`config.mk`:
```
export PLATFORM = sky130hd
export DESIGN_NAME = sci_cross_cmp
export DESIGN_NICKNAME = d
export VERILOG_FILES = /design/src/rtl/sci_pkg.sv /design/src/rtl/sci_cross_cmp.sv
export SDC_FILE = /design/constraint.sdc
export NUM_CORES = 2
export LEC_CHECK = 0
export ABC_CLOCK_PERIOD_IN_PS = 6900
export BUFFER_PORTS_ARGS = -buffer_cell sky130_fd_sc_hd__buf_4
export CORE_UTILIZATION = 36
export DETAILED_ROUTE_END_ITERATION = 12
export PLACE_DENSITY = 0.56
export SYNTH_ARGS = -nofsm -noshare
export SYNTH_HDL_FRONTEND = slang
export SYNTH_SLANG_ARGS = --single-unit
```
`constraint.sdc`:
```
create_clock -name clk_i -period 6.9 [get_ports clk_i]
set_clock_uncertainty 0.15 [all_clocks]
set_input_delay 0.69 -clock clk_i [delete_from_list [all_inputs] [get_ports clk_i]]
set_output_delay 0.69 -clock clk_i [all_outputs]
set_load 0.005 [all_outputs]
```
`src/rtl/sci_pkg.sv`:
```
package sci_pkg;

  // Field widths
  localparam int CoordBits  = 16;
  localparam int RadiusBits = 15;

  // Stream payload layout
  localparam int RadiusLsb = 6 * CoordBits;
  localparam int InW       = 6 * CoordBits + RadiusBits;
  localparam int InDataW   = ((InW + 7) / 8) * 8;
  localparam int OutDataW  = 8;

  // Datapath widths: differences, products, squared magnitudes
  localparam int DiffW = CoordBits + 1;
  localparam int ProdW = 2 * DiffW;
  localparam int R2W   = 2 * RadiusBits;
  localparam int MagW  = 2 * CoordBits + 1;
  localparam int DistW = (ProdW > R2W) ? ProdW : R2W;

  // Split of the cross term and of |D|^2 into two halves for the final products
  localparam int HalfW = (MagW + 1) / 2;
  localparam int HiW   = MagW - HalfW;
  localparam int LeftW  = 2 * MagW;
  localparam int RightW = R2W + MagW;
  localparam int CmpW   = (LeftW > RightW) ? LeftW : RightW;

  // Control that rides along with the cross-term compare
  typedef struct packed {
    logic valid;
    logic use_cross;
    logic near_hit;
  } sci_ctl_t;

endpackage

```
`src/rtl/sci_cross_cmp.sv`:
```
module sci_cross_cmp
  import sci_pkg::*;
(
  input  logic              clk_i,
  input  logic              rst_ni,
  input  sci_ctl_t          ctl_i,
  input  logic [MagW-1:0]   cr_i,
  input  logic [MagW-1:0]   len2_i,
  input  logic [R2W-1:0]    r2_i,
  output logic              ready_o,
  output logic              valid_o,
  output logic              hit_o,
  input  logic              ready_i
);

  localparam int HhW = 2 * HiW;
  localparam int HlW = HiW + HalfW;
  localparam int LlW = 2 * HalfW;
  localparam int RhW = R2W + HiW;
  localparam int RlW = R2W + HalfW;

  // Stage valid bits and ready chain
  logic v5_q, v6_q, v7_q;
  logic rdy5, rdy6, rdy7;

  assign rdy7    = !v7_q || ready_i;
  assign rdy6    = !v6_q || rdy7;
  assign rdy5    = !v5_q || rdy6;
  assign ready_o = rdy5;

  // Stage 5: partial products of cr^2 and r^2 * |D|^2
  logic [HiW-1:0]   cr_hi, len_hi;
  logic [HalfW-1:0] cr_lo, len_lo;
  logic [HhW-1:0]   hh_d, hh_q;
  logic [HlW-1:0]   hl_d, hl_q;
  logic [LlW-1:0]   ll_d, ll_q;
  logic [RhW-1:0]   rh_d, rh_q;
  logic [RlW-1:0]   rl_d, rl_q;
  logic             use5_q, near5_q;

  assign cr_hi  = cr_i[MagW-1:HalfW];
  assign cr_lo  = cr_i[HalfW-1:0];
  assign len_hi = len2_i[MagW-1:HalfW];
  assign len_lo = len2_i[HalfW-1:0];

  assign hh_d = HhW'(cr_hi) * HhW'(cr_hi);
  assign hl_d = HlW'(cr_hi) * HlW'(cr_lo);
  assign ll_d = LlW'(cr_lo) * LlW'(cr_lo);
  assign rh_d = RhW'(r2_i) * RhW'(len_hi);
  assign rl_d = RlW'(r2_i) * RlW'(len_lo);

  // Stage 6: reassemble both sides
  logic [CmpW-1:0] left_d, left_q, right_d, right_q;
  logic            use6_q, near6_q;

  assign left_d  = (CmpW'(hh_q) << (2 * HalfW)) + (CmpW'(hl_q) << (HalfW + 1))
                 + CmpW'(ll_q);
  assign right_d = (CmpW'(rh_q) << HalfW) + CmpW'(rl_q);

  // Stage 7: final decision, also the output register
  logic hit_d, hit_q;

  assign hit_d = use6_q ? (left_q <= right_q) : near6_q;

  // Valid bits
  always_ff @(posedge clk_i or negedge rst_ni) begin
    if (!rst_ni) begin
      v5_q <= 1'b0;
      v6_q <= 1'b0;
      v7_q <= 1'b0;
    end else begin
      if (rdy5) v5_q <= ctl_i.valid;
      if (rdy6) v6_q <= v5_q;
      if (rdy7) v7_q <= v6_q;
    end
  end

  // Payload registers
  always_ff @(posedge clk_i) begin
    if (rdy5 && ctl_i.valid) begin
      hh_q    <= hh_d;
      hl_q    <= hl_d;
      ll_q    <= ll_d;
      rh_q    <= rh_d;
      rl_q    <= rl_d;
      use5_q  <= ctl_i.use_cross;
      near5_q <= ctl_i.near_hit;
    end
    if (rdy6 && v5_q) begin
      left_q  <= left_d;
      right_q <= right_d;
      use6_q  <= use5_q;
      near6_q <= near5_q;
    end
    if (rdy7 && v6_q) begin
      hit_q <= hit_d;
    end
  end

  assign valid_o = v7_q;
  assign hit_o   = hit_q;

endmodule

```
==> impl_table.tex <==
\begin{tabular}{lr}
\hline
Metric & Value \\
\hline
\multicolumn{2}{l}{\textbf{Run status}} \\
Outcome & finished, final reports clean \\
\multicolumn{2}{l}{\textbf{Die}} \\
Total core area & 195000 sq um \\
Die height & 446 microns \\
Effective utilization at floorplan & 0.363 \\
Die width & 446 microns \\
Standard-cell rows & 162 \\
Die Footprint & 199000 sq um \\
IO Pins & 105 \\
\multicolumn{2}{l}{\textbf{GRT}} \\
First-pass GRT wire length & 293000 microns \\
Antenna violations before repair & 4 \\
Largest net degree at the start of global routing & 98 \\
Total grt overflow & 0 \\
Vias in the first global route & 55600 \\
Global router's overall resource usage & 0.184 \\
\multicolumn{2}{l}{\textbf{Routing}} \\
Count of antenna-violating nets left after detailed routing & 0 \\
Overall routed net length & 176000 microns \\
Initial drt markers & 2690 \\
Wire length per cell & 16.7 microns \\
Post-route DRC & 0 \\
Vias & 51000 \\
Length of the first detailed-routing pass in iterations & 6 \\
Via count normalized by instance count & 4.82 \\
\multicolumn{2}{l}{\textbf{Critical path}} \\
Type of destination of the critical path & flop \\
Slowest cell on the critical path & sky130\_fd\_sc\_hd\_\_fa\_1 \\
Register-to-Register Setup Slack & 2960 ps \\
Sort of element at the start of the critical path & input pin \\
Stages on the worst setup path & 25 \\
Worst Path Required & 7060 ps \\
Arr. time, crit path & 6750 ps \\
Highest net fanout along the worst path & 14 \\
Delay of the slowest cell on the worst path & 550 ps \\
Count of buffering cells on the critical path with inverters included & 9 \\
CP most frequent cell & sky130\_fd\_sc\_hd\_\_fa\_1 \\
Worst R2R Path Depth & 10 \\
Classification of the worst setup path & in -> reg \\
Worst path top cell family by delay & adder cells \\
\multicolumn{2}{l}{\textbf{Placement}} \\
HPWL reported at the end of detailed placement & 150000 microns \\
PortBufs & 104 \\
Post-Place Cells & 10500 \\
Placement Cell Area & 77900 sq um \\
Final GP Congestion & 0.889 \\
\multicolumn{2}{l}{\textbf{Clock tree}} \\
Buffer type at the clock tree root & sky130\_fd\_sc\_hd\_\_clkbuf\_16 \\
CTS tree & done \\
Clock latency at the later pin of the worst-skew pair & 590 ps \\
\# H-tree levels & 2 \\
Clock-pin transition on the worst setup and hold timing paths & 50 ps \\
Clock sinks & 327 \\
Total CTS buffers & 37 \\
Clock buffer depth & 3 \\
\multicolumn{2}{l}{\textbf{Yosys}} \\
Post-synthesis register bit count & 327 \\
Synth Instances & 7590 \\
Total of warnings raised by yosys & 0 \\
Dominant cells by area after synthesis & sky130\_fd\_sc\_hd\_\_fa\_1, sky130\_fd\_sc\_hd\_\_edfxtp\_1, sky130\_fd\_sc\_hd\_\_ha\_1 \\
Share of synthesized area occupied by flip-flops and latches & 0.138 \\
Synthesized area & 70900 sq um \\
Area share of the largest cell type after synthesis & 0.389 \\
Post-synth ARST share & 0.00917 \\
Syn\_nets & 9745 \\
Most common flop cell mapped by yosys & sky130\_fd\_sc\_hd\_\_edfxtp\_1 \\
Number of synthesized flops with an enable pin & 324 \\
Most area-hungry cell type in the Yosys netlist & sky130\_fd\_sc\_hd\_\_fa\_1 \\
Mean instance size in the synthesized netlist & 9.34 sq um \\
Netlist cell types & 81 \\
\multicolumn{2}{l}{\textbf{Cells and area}} \\
Final non-filler cell total & 10600 \\
Syn-to-layout area delta & 11.8\% \\
Final-stage net count & 10100 \\
Most frequent cells in the layout & sky130\_fd\_sc\_hd\_\_inv\_1, sky130\_fd\_sc\_hd\_\_fa\_1, sky130\_fd\_sc\_hd\_\_nand2\_1, sky130\_fd\_sc\_hd\_\_ha\_1, sky130\_fd\_sc\_hd\_\_and2\_1 \\
Final Cell Area & 79200 sq um \\
Layout cells sized above 1 & 0.0873 \\
Most common cell after layout, fill and taps aside & sky130\_fd\_sc\_hd\_\_inv\_1 \\
Utilization after layout & 0.406 \\
\multicolumn{2}{l}{\textbf{STA}} \\
Slew at the pin closest to its max-slew limit & 990 ps \\
Count of endpoints failing setup in the final report & 0 \\
Setup repair after global routing missed its margin & false \\
Share of the cycle needed by the critical path after routing & 0.955 \\
Period minus WS final & 6590 ps \\
Rel. slew slack & 0.335 \\
Final count of hold timing violations & 0 \\
Fin. max-slew vios & 0 \\
Maximum frequency from static timing analysis & 152 MHz \\
\multicolumn{2}{l}{\textbf{Job}} \\
Max-Cap Viols & 0 \\
\multicolumn{2}{l}{\textbf{Min path}} \\
Path type of the worst min-delay path & in -> reg \\
Hold Path Cell Cnt & 1 \\
\hline
\end{tabular}
==> stage by stage <==
step / hold slack, ps / setup slack (ps) / setup TNS, ps
6_report: 148 / 308 / 0
5_1_grt: 101 / 122 / 0
4_1_cts: 102 / 380 / 0
3_5_place_dp: 255 / -220 / -1810
3_3_place_gp: 255 / -170 / -1500
2_1_floorplan: 244 / 48.4 / 0
==> cell type report <==
type	count	area, sq um
inverter	1810	6790
antenna	2	5.00
clock buffer	42	945
tap	2624	3280
clock inverter	26	323
fill	19400	116000
multi-input combinational	5136	53100
sequential	327	9800
timing repair buffer	600	4980
==> timing repair <==
item / in CTS / in global routing
hold buffers: 1 / 0
gates resized for setup: 0 / 0
setup buffers: 0 / 0
hold endpoints to repair: 3 / 0
setup endpoints to repair: 0 / 0
==> state kept, by name, indices dropped and copies added (netlist names) <==
| register | flops |
|---|---|
| left_q | 65 |
| right_q | 64 |
| rl_q | 47 |
| rh_q | 46 |
| hl_q | 33 |
| ll_q | 33 |
| hh_q | 31 |
| hit_o | 1 |
| near5_q | 1 |
| near6_q | 1 |
| use5_q | 1 |
| use6_q | 1 |
| v5_q | 1 |
| v6_q | 1 |
| valid_o | 1 |
==> cells in the mapped netlist, types with 4 or more instances <==
library cell and n:
sky130_fd_sc_hd__o21ai_1 10, sky130_fd_sc_hd__a21boi_0 10, sky130_fd_sc_hd__nand3_1 56, sky130_fd_sc_hd__a21o_1 151, sky130_fd_sc_hd__a41o_1 5, sky130_fd_sc_hd__o21ai_0 93
sky130_fd_sc_hd__nor3_1 36, sky130_fd_sc_hd__mux2_2 4, sky130_fd_sc_hd__o21bai_1 40, sky130_fd_sc_hd__fa_1 1377, sky130_fd_sc_hd__and4_1 9, sky130_fd_sc_hd__ha_1 676
sky130_fd_sc_hd__nand4_1 51, sky130_fd_sc_hd__o31a_1 4, sky130_fd_sc_hd__a31oi_1 24, sky130_fd_sc_hd__nor2b_1 32, sky130_fd_sc_hd__edfxtp_1 324, sky130_fd_sc_hd__o31ai_1 13
sky130_fd_sc_hd__nor2_1 208, sky130_fd_sc_hd__a31o_2 4, sky130_fd_sc_hd__and3_1 22, sky130_fd_sc_hd__a211oi_1 25, sky130_fd_sc_hd__o2111ai_1 6, sky130_fd_sc_hd__or3_1 5
sky130_fd_sc_hd__nor3b_1 6, sky130_fd_sc_hd__nand3b_1 4, sky130_fd_sc_hd__a311oi_1 4, sky130_fd_sc_hd__nand2_1 1021, sky130_fd_sc_hd__clkbuf_1 309, sky130_fd_sc_hd__nand2b_1 33
sky130_fd_sc_hd__and2_1 571, sky130_fd_sc_hd__a21oi_1 231, sky130_fd_sc_hd__xor2_1 92, sky130_fd_sc_hd__or2_2 7, sky130_fd_sc_hd__inv_1 1803, sky130_fd_sc_hd__clkinv_1 4
sky130_fd_sc_hd__o211ai_1 25, sky130_fd_sc_hd__nor4_1 7, sky130_fd_sc_hd__o21a_1 41, sky130_fd_sc_hd__xnor2_1 172, sky130_fd_sc_hd__a211o_1 5
==> kinds of logic (layout without fill, tap and decap cells) <==
logic type               Yosys count  in the layout  synth area share
buffers and inverters           2127           2478             0.113
other                              0              2                 0
XOR/XNOR                         264            264            0.0326
adder cells (fa/ha/maj)         2053           2053             0.508
AO/OA/AOI/OAI                    733            733            0.0675
flip-flops                       327            327             0.138
multiplexers                       6              6          0.000918
AND/OR/NAND/NOR                 2080           2080             0.140
==> layer usage <==
metal,track usage,part of all wire
met1,0.242,0.43
met3,0.0216,0.047
met2,0.318,0.49
met4,0.0536,0.032
met5,0,0.000079
==> worst paths after layout <==
check                                    from              endpoint
max                                   r2_i[7]    rh_q[39]$_DFFE_PP_
min                                  ctl_i[0]     near5_q$_DFFE_PP_
max reg2reg                ll_q[33]$_DFFE_PP_  left_q[61]$_DFFE_PP_
min reg2reg                 rl_q[0]$_DFFE_PP_  right_q[0]$_DFFE_PP_
max in group asynchronous              rst_ni      v6_q$_DFFE_PN0P_
min in group asynchronous              rst_ni   valid_o$_DFFE_PN0P_
Power is left out: the tool's default activity adds up to more than one toggle a clock period on the data nets, which glitch-free logic cannot reach.
